**src/design/s2pkvb_pkg.sv**
```systemverilog
// Package for the serial to parallel keyboard and video bridge.
// Holds the transfer payload types, the handshake phase type, register indexes and code mapping.
// Depends on nothing; every design file imports it.
package s2pkvb_pkg;

    localparam int CFG_INDEX_W = 2;

    localparam logic [CFG_INDEX_W-1:0] CFG_TIMEOUT = 2'd0;
    localparam logic [CFG_INDEX_W-1:0] CFG_WAIT    = 2'd1;

    localparam logic [7:0] TIMEOUT_RESET = 8'd23;

    localparam logic [9:0] CODE_ESC_IN   = 10'd203;
    localparam logic [9:0] CODE_ESC_OUT  = 10'd27;
    localparam logic [9:0] CTRL_LOW      = 10'd576;
    localparam logic [9:0] CTRL_HIGH     = 10'd603;
    localparam logic [9:0] LOWER_LOW     = 10'd96;
    localparam logic [9:0] LOWER_HIGH    = 10'd123;
    localparam logic [9:0] CASE_OFFSET   = 10'd32;
    localparam logic [9:0] MAPPED_LIMIT  = 10'd96;
    localparam logic [7:0] KBD_BIT7      = 8'd128;
    localparam logic [7:0] VIDEO_MASK    = 8'd127;

    localparam logic [6:0] CHAR_LF = 7'd10;
    localparam logic [6:0] CHAR_CR = 7'd13;

    typedef enum logic [1:0] {
        PH_IDLE      = 2'd0,
        PH_WAIT_HIGH = 2'd1,
        PH_WAIT_LOW  = 2'd2,
        PH_PULSE     = 2'd3
    } kbd_phase_t;

    typedef struct packed {
        logic       rx_valid;
        logic [9:0] rx_code;
        logic       key_ready;
        logic       video_avail;
        logic [7:0] video_byte;
        logic       reset_switch;
    } in_item_t;

    typedef struct packed {
        logic [7:0] kbd_data;
        logic       key_strobe;
        logic       video_ack;
        logic       tx_valid;
        logic [6:0] tx_char;
        logic       rx_dropped;
        logic       cpu_reset;
        logic       last;
    } out_item_t;

    typedef struct packed {
        logic [7:0] kbd_data;
        logic       key_strobe;
        logic       rx_dropped;
    } kbd_status_t;

    function automatic logic [9:0] map_code(input logic [9:0] code);
        logic [9:0] c;
        c = code;
        if (c == CODE_ESC_IN)
            c = CODE_ESC_OUT;
        if (c > CTRL_LOW && c < CTRL_HIGH)
            c = c - CTRL_LOW;
        if (c > LOWER_LOW && c < LOWER_HIGH)
            c = c - CASE_OFFSET;
        return c;
    endfunction

endpackage

```
**src/design/s2pkvb_kbd.sv**
```systemverilog
// Keyboard side: code mapping and the strobe and ready handshake sequencer.
// Depends on s2pkvb_pkg for the phase type and the code mapping function.
module s2pkvb_kbd (
    input  logic                  clk,
    input  logic                  rst_n,
    input  logic                  fire,
    input  logic                  rx_valid,
    input  logic [9:0]            rx_code,
    input  logic                  key_ready,
    input  logic [7:0]            timeout,
    input  logic                  wait_mode,
    output s2pkvb_pkg::kbd_status_t status
);
    import s2pkvb_pkg::*;

    kbd_phase_t phase_reg, phase_next;
    logic [7:0] count_reg, count_next;
    logic [7:0] hold_reg, hold_next;
    logic       strobe_reg, strobe_next;
    logic [9:0] mapped;
    logic       busy;

    always_comb
    begin
        mapped      = map_code(rx_code);
        busy        = (phase_reg != PH_IDLE);
        phase_next  = phase_reg;
        count_next  = count_reg;
        hold_next   = hold_reg;
        strobe_next = strobe_reg;

        if (rx_valid && !busy)
        begin
            if (mapped < MAPPED_LIMIT)
            begin
                hold_next   = mapped[7:0] | KBD_BIT7;
                strobe_next = 1'b1;
                count_next  = timeout;
                phase_next  = wait_mode ? PH_WAIT_HIGH : PH_PULSE;
            end
        end
        else
        begin
            unique case (phase_reg)
                PH_IDLE:
                begin
                end
                PH_WAIT_HIGH:
                begin
                    if (key_ready || count_reg == 8'd0)
                    begin
                        strobe_next = 1'b0;
                        phase_next  = PH_WAIT_LOW;
                        count_next  = timeout;
                    end
                    else
                    begin
                        count_next = count_reg - 8'd1;
                    end
                end
                PH_WAIT_LOW:
                begin
                    if (!key_ready || count_reg == 8'd0)
                        phase_next = PH_IDLE;
                    else
                        count_next = count_reg - 8'd1;
                end
                PH_PULSE:
                begin
                    strobe_next = 1'b0;
                    phase_next  = PH_IDLE;
                end
            endcase
        end

        status.kbd_data   = hold_next;
        status.key_strobe = strobe_next;
        status.rx_dropped = rx_valid && busy;
    end

    always_ff @(posedge clk or negedge rst_n)
    begin
        if (!rst_n)
        begin
            phase_reg  <= PH_IDLE;
            count_reg  <= 8'd0;
            hold_reg   <= 8'd0;
            strobe_reg <= 1'b0;
        end
        else if (fire)
        begin
            phase_reg  <= phase_next;
            count_reg  <= count_next;
            hold_reg   <= hold_next;
            strobe_reg <= strobe_next;
        end
    end

endmodule

```
**src/design/s2pkvb_out.sv**
```systemverilog
// Result register: holds one result transfer and sends a second one for a carriage return.
// Depends on s2pkvb_pkg for the result payload type and character codes.
module s2pkvb_out (
    input  logic                  clk,
    input  logic                  rst_n,
    input  logic                  load,
    input  s2pkvb_pkg::out_item_t first,
    input  logic                  two,
    output logic                  load_ok,
    output logic                  out_valid,
    input  logic                  out_ready,
    output s2pkvb_pkg::out_item_t out_item
);
    import s2pkvb_pkg::*;

    logic      valid_reg, valid_next;
    logic      second_reg, second_next;
    out_item_t item_reg, item_next;

    always_comb
    begin
        load_ok     = !valid_reg || (out_ready && !second_reg);
        valid_next  = valid_reg;
        second_next = second_reg;
        item_next   = item_reg;
        if (load)
        begin
            valid_next  = 1'b1;
            second_next = two;
            item_next   = first;
        end
        else if (valid_reg && out_ready)
        begin
            if (second_reg)
            begin
                second_next       = 1'b0;
                item_next.tx_char = CHAR_CR;
                item_next.last    = 1'b1;
            end
            else
            begin
                valid_next = 1'b0;
            end
        end
    end

    always_ff @(posedge clk or negedge rst_n)
    begin
        if (!rst_n)
        begin
            valid_reg  <= 1'b0;
            second_reg <= 1'b0;
        end
        else
        begin
            valid_reg  <= valid_next;
            second_reg <= second_next;
        end
    end

    always_ff @(posedge clk)
    begin
        item_reg <= item_next;
    end

    assign out_valid = valid_reg;
    assign out_item  = item_reg;

endmodule

```
**src/design/serial_to_parallel_keyboard_video_bridge.sv**
```systemverilog
// Top level of the serial to parallel keyboard and video bridge.
// Depends on s2pkvb_pkg, s2pkvb_kbd and s2pkvb_out.
//
// Each input transfer is one tick of sampled pins and an optional received code. It is held in
// an input register, worked on by the keyboard sequencer and the video path, and its result is
// loaded into a result register once that register can take it. One input transfer can be
// taken every cycle while the result register is free to load; a tick that takes a carriage
// return yields two result transfers (line feed, then carriage return), which both pass through
// the result register. Configuration writes are accepted in every cycle.
module serial_to_parallel_keyboard_video_bridge (
    input  logic                                  clk,
    input  logic                                  rst_n,
    input  logic                                  in_valid,
    output logic                                  in_ready,
    input  s2pkvb_pkg::in_item_t                  in_item,
    output logic                                  out_valid,
    input  logic                                  out_ready,
    output s2pkvb_pkg::out_item_t                 out_item,
    input  logic                                  cfg_valid,
    output logic                                  cfg_ready,
    input  logic [s2pkvb_pkg::CFG_INDEX_W-1:0]    cfg_index,
    input  logic [7:0]                            cfg_data
);
    import s2pkvb_pkg::*;

    logic        in_valid_reg;
    in_item_t    in_reg;
    logic [7:0]  timeout_reg;
    logic        wait_reg;
    logic        load_ok;
    logic        fire;
    kbd_status_t kstat;
    out_item_t   first;
    logic        two;
    logic [6:0]  ch;

    assign fire      = in_valid_reg && load_ok;
    assign in_ready  = !in_valid_reg || fire;
    assign cfg_ready = 1'b1;

    always_ff @(posedge clk or negedge rst_n)
    begin
        if (!rst_n)
            in_valid_reg <= 1'b0;
        else if (in_ready)
            in_valid_reg <= in_valid;
    end

    always_ff @(posedge clk)
    begin
        if (in_valid && in_ready)
            in_reg <= in_item;
    end

    always_ff @(posedge clk or negedge rst_n)
    begin
        if (!rst_n)
        begin
            timeout_reg <= TIMEOUT_RESET;
            wait_reg    <= 1'b1;
        end
        else if (cfg_valid)
        begin
            unique case (cfg_index)
                CFG_TIMEOUT: timeout_reg <= cfg_data;
                CFG_WAIT:    wait_reg    <= cfg_data[0];
                default:
                begin
                end
            endcase
        end
    end

    s2pkvb_kbd u_kbd (
        .clk       (clk),
        .rst_n     (rst_n),
        .fire      (fire),
        .rx_valid  (in_reg.rx_valid),
        .rx_code   (in_reg.rx_code),
        .key_ready (in_reg.key_ready),
        .timeout   (timeout_reg),
        .wait_mode (wait_reg),
        .status    (kstat)
    );

    always_comb
    begin
        ch  = in_reg.video_avail ? in_reg.video_byte[6:0] : 7'd0;
        two = in_reg.video_avail && (ch == CHAR_CR);
        first.kbd_data   = kstat.kbd_data;
        first.key_strobe = kstat.key_strobe;
        first.video_ack  = !in_reg.video_avail;
        first.tx_valid   = in_reg.video_avail;
        first.tx_char    = two ? CHAR_LF : ch;
        first.rx_dropped = kstat.rx_dropped;
        first.cpu_reset  = !in_reg.reset_switch;
        first.last       = !two;
    end

    s2pkvb_out u_out (
        .clk       (clk),
        .rst_n     (rst_n),
        .load      (fire),
        .first     (first),
        .two       (two),
        .load_ok   (load_ok),
        .out_valid (out_valid),
        .out_ready (out_ready),
        .out_item  (out_item)
    );

endmodule
```
**config.mk**
```make
export PLATFORM = sky130hd
export DESIGN_NAME = serial_to_parallel_keyboard_video_bridge
export DESIGN_NICKNAME = d
export VERILOG_FILES = /design/src/design/s2pkvb_pkg.sv /design/src/design/s2pkvb_kbd.sv /design/src/design/s2pkvb_out.sv /design/src/design/serial_to_parallel_keyboard_video_bridge.sv
export SDC_FILE = /design/constraint.sdc
export NUM_CORES = 1
export LEC_CHECK = 0
export ABC_CLOCK_PERIOD_IN_PS = 4750
export BUFFER_PORTS_ARGS = -buffer_cell sky130_fd_sc_hd__buf_2
export CORE_AREA = 2 2 59 116
export CTS_CLUSTER_SIZE = 24
export DETAILED_ROUTE_END_ITERATION = 10
export DIE_AREA = 0 0 61 118
export GPL_ROUTABILITY_DRIVEN = 0
export PLACE_DENSITY_LB_ADDON = 0.25
export SETUP_SLACK_MARGIN = 0.05
export SYNTH_ARGS = -nofsm -noshare
export SYNTH_HDL_FRONTEND = slang
export SYNTH_HIERARCHICAL = 1
export SYNTH_SLANG_ARGS = --single-unit
```
**constraint.sdc**
```tcl
create_clock -name clk -period 4.75 [get_ports clk]
set_clock_uncertainty 0.2 [all_clocks]
set_input_delay 0.7125 -clock clk [delete_from_list [all_inputs] [get_ports clk]]
set_output_delay 0.7125 -clock clk [all_outputs]
set_load 0.01 [all_outputs]
```
== Word level (Yosys, flattened, before mapping) ==
Index checks and enable logic that the tools add are counted.

* Output and inout port bits: 24
* Logic and storage cells: 109
* Input port bits: 37
* Register bits: 73

* Magnitude comparators: 5
* Equality and inequality tests: 11
* Add/subtract/negate cells: 3
* Reduce and logical (&&, ||, !) cells: 34
* Mux-type cells: 33

{| class="wikitable"
|+ Operator list
! operator !! count
|-
| 8-bit 2-to-1 mux || 6
|-
| 7-bit 2-to-1 mux || 5
|-
| 10-bit 2-to-1 mux || 3
|-
| 10-bit by 7-bit less-than comparator with 1-bit output (second input constant) || 2
|-
| 8-bit one-hot mux with 2 select lines || 1
|-
| 1-bit 2-to-1 mux || 11
|-
| 10-bit by 8-bit == test with 1-bit output (second input constant) || 1
|-
| 10-bit > comparator (second input constant) || 1
|-
| 10-bit by 7-bit > comparator with 1-bit output (second input constant) || 1
|-
| 10-bit less-than comparator (second input constant) || 1
|-
| 2-bit 2-to-1 mux || 5
|-
| 10-bit subtractor (second input constant) || 1
|-
| 10-bit by 6-bit subtractor with 10-bit output (second input constant) || 1
|-
| 1-bit logical AND || 9
|-
| 1-bit logical NOT || 8
|-
| 8-bit logical NOT || 1
|-
| 2-bit AND reduction || 4
|-
| 8-bit by 1-bit subtractor with 8-bit output (second input constant) || 1
|-
| 7-bit by 4-bit == test with 1-bit output (second input constant) || 1
|-
| 3-bit by 1-bit != test with 1-bit output (second input constant) || 2
|-
| 2-bit one-hot mux with 3 select lines || 1
|-
| 2-bit nonzero test || 3
|-
| 5-bit AND reduction || 1
|-
| 2-bit by 1-bit == test with 1-bit output (second input constant) || 2
|-
| other kinds (9) || 14
|}

== Logic depth before layout (Yosys ltp) ==
Gate-level depths: netlist (run 1).

* Word-level depth: 11
* Mapped depth: 14

== Cells and area by module ==
The synthesis (run 1) kept the hierarchy.

{| class="wikitable"
|+ By module, submodules not included
! module !! area an instance (µm²) !! cells each !! instances !! sequential area each (µm²)
|-
| s2pkvb_kbd || 1410.1 || 158 || 1 || 475.5
|-
| serial_to_parallel_keyboard_video_bridge || 1169.9 || 66 || 1 || 887.1
|-
| s2pkvb_out || 790.8 || 39 || 1 || 680.7
|}

== Worst setup path before layout (run 1) ==
Ideal clock, no wire load.

* Path kind: reg-to-reg
* Start point: reg in_reg[11] in the netlist's numbering
* End point: reg u_kbd.hold_reg[0]
* Required time: 4.425 ns
* Clock period less this slack: 3.444 ns
* Stages on the path, launching flop included: 13
* Arrival time: 3.119 ns
* Slack: 1.306 ns
* Cell sequence: edfxtp_1 > or4_1 > or3_1 > nand3_1 > nand3_1 > ha_1 > inv_1 > o221ai_1 > a221o_1 > or3_1 > or2_1 > buf_6 > mux2_4

* Word-level cells in the longest chain between the ends: 11
* Elaborated cells between the ends (all ways): 15
* Those cells by class: add/sub: 2; order compare: 5; eq/ne: 1; mux: 5; reduce/logical: 2

{| class="wikitable"
|+ RTL lines
! what !! line !! RTL
|-
| from (decl) || serial_to_parallel_keyboard_video_bridge.sv:27 || <nowiki>in_item_t in_reg;</nowiki>
|-
| from (signal assigned) || serial_to_parallel_keyboard_video_bridge.sv:52 || <nowiki>in_reg <= in_item;</nowiki>
|-
| 10-bit by 8-bit == test with 1-bit output || s2pkvb_pkg.sv:63 || <nowiki>if (c == CODE_ESC_IN)</nowiki>
|-
| 10-bit 2-to-1 mux (*) || s2pkvb_pkg.sv:63 ||
|-
| 10-bit > comparator / 10-bit less-than comparator (equally long branches) || s2pkvb_pkg.sv:65 || <nowiki>if (c > CTRL_LOW && c < CTRL_HIGH)</nowiki>
|-
| 1-bit logical AND || s2pkvb_pkg.sv:65 ||
|-
| 10-bit 2-to-1 mux (*) || s2pkvb_pkg.sv:65 ||
|-
| 10-bit by 7-bit > comparator with 1-bit output / 10-bit by 7-bit less-than comparator with 1-bit output (equally long branches) || s2pkvb_pkg.sv:67 || <nowiki>if (c > LOWER_LOW && c < LOWER_HIGH)</nowiki>
|-
| 1-bit logical AND || s2pkvb_pkg.sv:67 ||
|-
| 10-bit 2-to-1 mux (*) || s2pkvb_pkg.sv:67 ||
|-
| 10-bit by 7-bit less-than comparator with 1-bit output || s2pkvb_kbd.sv:34 || <nowiki>if (mapped < MAPPED_LIMIT)</nowiki>
|-
| 8-bit 2-to-1 mux (*) || s2pkvb_kbd.sv:34 ||
|-
| 8-bit 2-to-1 mux (*) || s2pkvb_kbd.sv:32 || <nowiki>if (rx_valid && !busy)</nowiki>
|-
| to (signal assigned) || s2pkvb_kbd.sv:94 || <nowiki>hold_reg <= hold_next;</nowiki>
|-
| to (decl) || s2pkvb_kbd.sv:18 || <nowiki>logic [7:0] hold_reg, hold_next;</nowiki>
|}

Every way passes the cells marked *; elsewhere a longest branch is shown, timed or not.
A chain may end at the register's enable or synchronous reset.

== Worst setup path in the final report (run 1) ==
Same ends and word-level chain as after synthesis.

==> qor.csv, run 1 <==
metric;value;unit
Post-synth EDFFs;42;
worst-case reg-to-reg path depth;11;
die extent in x;61;um
RSZ-0062 raised after global routing;no;
initial antenna violation count;0;
Synth Area in Adders;0.0186;
min cycle time layout;4.06;ns
Hold Vio Cnt, Final;0;
setup_tns;0;ns
core area;6310;sq um
Largest register FFs;21;
Clock Tree Root;clkbuf_16;
CP required;4.77;ns
CP endpoint;u_kbd/hold_reg[0];
largest net degree at the start of global routing;32;
IO Port Bufs;58;
wire length of the first global-routing pass;10400;um
r2r startpoint;in_reg[11];
Yosys reg bits;73;
Slew headroom;0.352;
Final setup viols;0;
GRT overflow;0;
Hold Buf Count CTS;0;
dpl hpwl;4390;um
Detailed Routing Iterations Pass 1;4;
CTS tree;done;
Layout fillers;518;
share of layout cells above drive strength 1;0.321;
Vias/cell;5.43;
outcome;finished, final reports clean;
number of warnings issued by yosys;6;
Post-Syn Area per Cell;12.8;sq um
CP startpoint kind;flip-flop;
slowest cell delay on critical path;0.60;ns
worst reg2reg setup slack;0.69;ns
via count;2259;
CP Depth;11;
leading area contributor after synthesis;edfxtp_1;
Flop pwr share;0.456;
H-tree levels;3;
Tcrit/Tclk final;0.855;
largest family of logic cells by synthesized area;simple AND/OR/NAND/NOR gates;
IO Count;61;
clock-pin slew on the worst setup and hold paths;0.05;ns
CP Max Fanout;11;
DRT Wirelength;6090;um
critical path arrival;4.08;ns
post-synth top area share;0.374;
Comb pwr share;0.206;
worst r2r dst;u_kbd/hold_reg[0];
sequential area share after synthesis;0.606;
DRC viols;0;
Global Route Usage Sum;0.198;
LEAKAGE;1.70;nW
Crit. Startpoint;in_reg[11];
vias in the first global route;2325;
die area;7200;sq um
critical path class;flip-flop to flip-flop;
clk buf depth;2;
cells along the critical path;or4_1 > or3_1 > nand3_1 > nand3_1 > ha_1 > inv_1 > o221ai_1 > a221o_1 > or3_1 > or2_1 > mux2_4;
CP Capture Type;flip-flop;
Die Y;118;um
initial core utilization;0.534;
Nets;367;
Cell Int Power;0.00150;W
CTS sink cnt;73;
TritonCTS Buffers;9;
Synth Net Count;305;
post-synthesis xor/xnor area fraction;0;
FMAX;246;MHz
Routed wire per std cell;14.6;um
switch share;0.268;
Setup Buffers After CTS;0;
Final Core Density;0.639;
Slew Limit Fails;0;
post-synth cell types;57;
IR drop worst, VDD;0.000411;V
main flop type after synthesis;edfxtp_1;
fin cells;416;
fraction of registers with async set/reset;0.425;
switching power;0.000549;W
post-cts resize count;0;
Max Cap Viol;0;
area growth from synthesis to layout;19.6;%
post-synthesis mux area share;0.0846;
clock share of power;0.338;
fraction of the mapped netlist area in simple logic gates;0.145;
Worst-Skew Late Latency;0.33;ns
Post-Syn Instances;263;
delay-heaviest family, CP;simple AND/OR/NAND/NOR gates;
Worst Hold Class;input pin to async pin;
Detail Route Antenna Nets;0;
post-synthesis cell area;3370;sq um
Synth Area in Compound Gates;0.111;
slowest cell on the critical path;or4_1;
Power per Cell Area;508;nW/um^2
CP Buf/Inv Count;1;
most frequent cells after synthesis;42 x edfxtp_1, 26 x dfrtp_1, 20 x nand2_1;
number of diodes;0;
Core Rows;41;
Slew @ Worst Pin;0.972;ns
most common cell in the netlist;edfxtp_1;
Placed Cells;400;
initial DRC count;107;
top cells by area, synth;edfxtp_1 37%, dfrtp_1 19%, mux2_2 5.3%;
Hold Slack;0.219;ns
==> metrics by stage <==
stage,instance area (sq um),total power (W),worst slack [ns]
5_1_grt,4030,0.00217,0.466
3_5_place_dp,3730,0.00137,0.679
3_3_place_gp,3730,0.00135,0.759
4_1_cts,4030,0.00207,0.676
6_report,4030,0.00205,0.691
2_1_floorplan,3370,0.00124,1.31
==> placed cells by master, fill, tap and decap left out, types with 2 or more instances in the layout <==
cell type | Yosys | final
o22ai_1 | 2 | 2
buf_4 | 2 | 3
o211ai_1 | 2 | 2
or3_1 | 3 | 3
clkbuf_16 | 0 | 9
edfxtp_1 | 42 | 42
nand4_1 | 2 | 2
nand2b_1 | 11 | 11
ha_1 | 5 | 5
dfrtp_1 | 26 | 26
mux2_4 | 7 | 7
dfstp_2 | 5 | 5
o21ai_0 | 10 | 10
and3_1 | 2 | 2
inv_1 | 14 | 14
bufinv_16 | 0 | 2
a31oi_1 | 4 | 4
and2_1 | 10 | 10
clkbuf_1 | 4 | 3
nor2b_1 | 2 | 2
o31a_1 | 2 | 2
buf_2 | 2 | 58
o31ai_1 | 4 | 4
or4_1 | 2 | 2
a22o_1 | 4 | 4
o21a_1 | 2 | 2
mux2_2 | 16 | 16
nor3_1 | 2 | 2
nand3_1 | 7 | 7
a21oi_1 | 10 | 10
nor3b_1 | 2 | 2
o41ai_1 | 2 | 2
nand2_1 | 20 | 20
nor2_1 | 9 | 9
clkinv_1 | 0 | 2
==> worst min-delay path by stage <==
stage | from | endpoint | slack (ns) | depth (start not counted)
CTS | rst_n | u_kbd/count_reg[4] | 0.24 | 1
global route | rst_n | u_kbd/count_reg[4] | 0.28 | 1
global placement | u_kbd/hold_reg[7] | u_kbd/hold_reg[7] | 0.24 | 1
finish | rst_n | timeout_reg[5] | 0.22 | 1
floorplan | rst_n | in_valid_reg | 0.22 | 0
detailed placement | u_kbd/hold_reg[7] | u_kbd/hold_reg[7] | 0.25 | 1
==> cell type report <==
| cell class | count | area (sq um) | area share |
|---|---|---|---|
| Inverter | 14 | 52.6 | 0.0130 |
| Multi-Input combinational cell | 166 | 1210 | 0.301 |
| Timing Repair Buffer | 61 | 313 | 0.0776 |
| Clock inverter | 4 | 67.6 | 0.0168 |
| Tap cell | 86 | 108 | 0.0267 |
| Clock buffer | 12 | 236 | 0.0586 |
| Sequential cell | 73 | 2040 | 0.507 |
==> layer usage <==
metal	up-vias	track usage	wire (um)
li1	1094	-	-
met3	12	0.0462	255
met1	1095	0.206	2230
met5	-	0	0
met2	58	0.335	3410
met4	0	0.128	191
==> cell families after synthesis <==
kind of cell / after synthesis
multiplexers: 23
flip-flops: 73
AND/OR/NAND/NOR: 83
adder cells (fa/ha/maj): 5
other: 1
AO/OA/AOI/OAI: 54
buffers and inverters: 24
==> worst reg2reg max path: cells and delay by family (launching register included) <==
kind	cells	cell delay (ns)
compound gates	2	0.46
buf+inv	1	0.06
flops	1	0.45
simple gates	6	2.19
fa+ha+maj	1	0.20
mux	1	0.37
==> power groups by stage <==
stage               sequential, W  clock (W)  combinational, W
floorplan                0.000926          0          0.000311
global placement         0.000938          0          0.000411
detailed placement       0.000942          0          0.000426
CTS                      0.000935   0.000706          0.000428
global route             0.000958   0.000732          0.000478
finish                   0.000935   0.000693          0.000422
Note: power is estimated with default switching activity, not from simulation.
==> inputs of run 2 (changes only) <==
--- a/config.mk
+++ b/config.mk
@@ -12,6 +12,7 @@
 export DETAILED_ROUTE_END_ITERATION = 10
 export DIE_AREA = 0 0 61 118
 export GPL_ROUTABILITY_DRIVEN = 0
+export GPL_TIMING_DRIVEN = 0
 export PLACE_DENSITY_LB_ADDON = 0.25
 export SETUP_SLACK_MARGIN = 0.05
 export SYNTH_ARGS = -nofsm -noshare
==> qor.csv, run 2 (synthesis gave the netlist of run 1 again) <==
metric;value;unit
most frequent cells in the layout;60 x buf_2, 42 x edfxtp_1, 26 x dfrtp_1;
initial DRC count;76;
number of diodes;0;
via count;2304;
fin cells;423;
Final setup viols;0;
Power per Cell Area;499;nW/um^2
wire length of the first global-routing pass;10700;um
Global Route Usage Sum;0.201;
Max Cap Viol;0;
dpl hpwl;4620;um
cells along the critical path;or4_1 > or3_1 > nand3_1 > nand3_1 > ha_1 > inv_1 > o221ai_1 > a221o_1 > o31ai_1 > buf_2 > a21oi_1 > a21oi_1;
TritonCTS Buffers;9;
switch share;0.269;
Slew @ Worst Pin;0.952;ns
LEAKAGE;1.72;nW
Nets;374;
IO Port Bufs;58;
critical path arrival;4.04;ns
CP startpoint kind;flip-flop;
Hold Buf Count CTS;0;
die area;7200;sq um
setup_tns;0;ns
vias in the first global route;2442;
GRT overflow;0;
clk buf depth;2;
Detailed Routing Iterations Pass 1;4;
switching power;0.000546;W
core area;6310;sq um
RSZ-0062 raised after global routing;no;
Setup Buffers After CTS;0;
Core Rows;41;
area growth from synthesis to layout;20.7;%
share of layout cells above drive strength 1;0.332;
initial core utilization;0.534;
CP Buf/Inv Count;2;
Die Y;118;um
CTS sink cnt;73;
clock share of power;0.327;
outcome;finished, final reports clean;
initial antenna violation count;0;
Largest register FFs;21;
Clock Tree Root;clkbuf_16;
Slew Limit Fails;0;
Design Power;0.00203;W
Placed Cells;407;
DRC viols;0;
H-tree levels;3;
post-cts resize count;0;
Vias/cell;5.45;
die extent in x;61;um
CP required;4.80;ns
CP Capture Type;flip-flop;
IO Count;61;
Slew headroom;0.365;
largest net degree at the start of global routing;32;
DRT Wirelength;6270;um
CP Max Fanout;10;
clock-pin slew on the worst setup and hold paths;0.05;ns
CTS tree;done;
Tcrit/Tclk final;0.840;
Detail Route Antenna Nets;0;
delay-heaviest family, CP;compound AO/OA/AOI/OAI gates;
slowest cell on the critical path;o31ai_1;
Hold Vio Cnt, Final;0;
IR drop worst, VDD;0.000325;V
Final Core Density;0.645;
Worst Hold Class;input pin to async pin;
slowest cell delay on critical path;0.78;ns
min cycle time layout;3.99;ns
critical path class;flip-flop to flip-flop;
Flop pwr share;0.455;
Routed wire per std cell;14.8;um
Comb pwr share;0.218;
commonest non-fill, non-tap cell in the layout;buf_2;
Worst-Skew Late Latency;0.32;ns
FMAX;251;MHz
Cell Int Power;0.00148;W
[run 2: changes by cell type in the layout (fill, tap and decap cells not counted)]
| cell | change |
|---|---|
| buf_2 | +2 |
| clkbuf_1 | +3 |
| clkinv_2 | +2 |
| clkinv_1 | -2 |
| buf_6 | +2 |
| buf_4 | -1 |
| bufinv_16 | -1 |
| clkbuf_8 | +2 |
[run 2: area by class of cell]
| cell class | instances | area [sq um] |
|---|---|---|
| multi-input combinational | 166 | 1210 |
| sequential | 73 | 2040 |
| clock inverter | 3 | 40.0 |
| timing repair buffer | 58 | 290 |
| buffer | 10 | 62.6 |
| tap | 86 | 108 |
| clock buffer | 13 | 260 |
| inverter | 14 | 52.6 |
| fill | 486 | 2240 |
[run 2: power by group through the flow]
| stage | combinational [W] | sequential, W | clock (W) |
|---|---|---|---|
| 2_1_floorplan | 0.000311 | 0.000926 | 0 |
| 3_3_place_gp | 0.000426 | 0.000927 | 0 |
| 3_5_place_dp | 0.000444 | 0.000931 | 0 |
| 4_1_cts | 0.000445 | 0.000923 | 0.000679 |
| 5_1_grt | 0.000499 | 0.000942 | 0.000705 |
| 6_report | 0.000443 | 0.000924 | 0.000662 |
[run 2: final timing paths]
path                                       to  depth (start not counted)  slack (ns)              start
min in group clk            u_kbd/hold_reg[7]                          1        0.26  u_kbd/hold_reg[7]
max reg2reg                u_kbd/count_reg[6]                         12        0.76         in_reg[11]
min reg2reg                 u_kbd/hold_reg[7]                          1        0.26  u_kbd/hold_reg[7]
min                        u_kbd/count_reg[5]                          1        0.24              rst_n
max in group asynchronous   u_kbd/hold_reg[2]                          1        3.65              rst_n
max                        u_kbd/count_reg[6]                         12        0.76         in_reg[11]
[run 2: per-stage QoR]
stage | setup WS (ns) | instance area (sq um) | hold WS [ns]
floorplan | 1.31 | 3370 | 0.217
global placement | 0.976 | 3770 | 0.240
detailed placement | 0.909 | 3770 | 0.246
CTS | 0.856 | 4070 | 0.260
global route | 0.600 | 4070 | 0.279
finish | 0.761 | 4070 | 0.239
[run 2: routing by layer]
metal | GRT usage | up-vias | share of wire
met5 | 0 | - | 0
met4 | 0.111 | 0 | 0.030
met3 | 0.0451 | 16 | 0.042
met2 | 0.360 | 68 | 0.58
met1 | 0.198 | 1109 | 0.35
li1 | - | 1111 | -
[run 2: worst reg2reg max path, stage by stage (launching register included)]
cell and delay [ns]:
edfxtp_1 0.46, or4_1 0.62, or3_1 0.38, nand3_1 0.10, nand3_1 0.09, ha_1 0.20, inv_1 0.06, o221ai_1 0.10
a221o_1 0.35, o31ai_1 0.78, buf_2 0.36, a21oi_1 0.10, a21oi_1 0.12
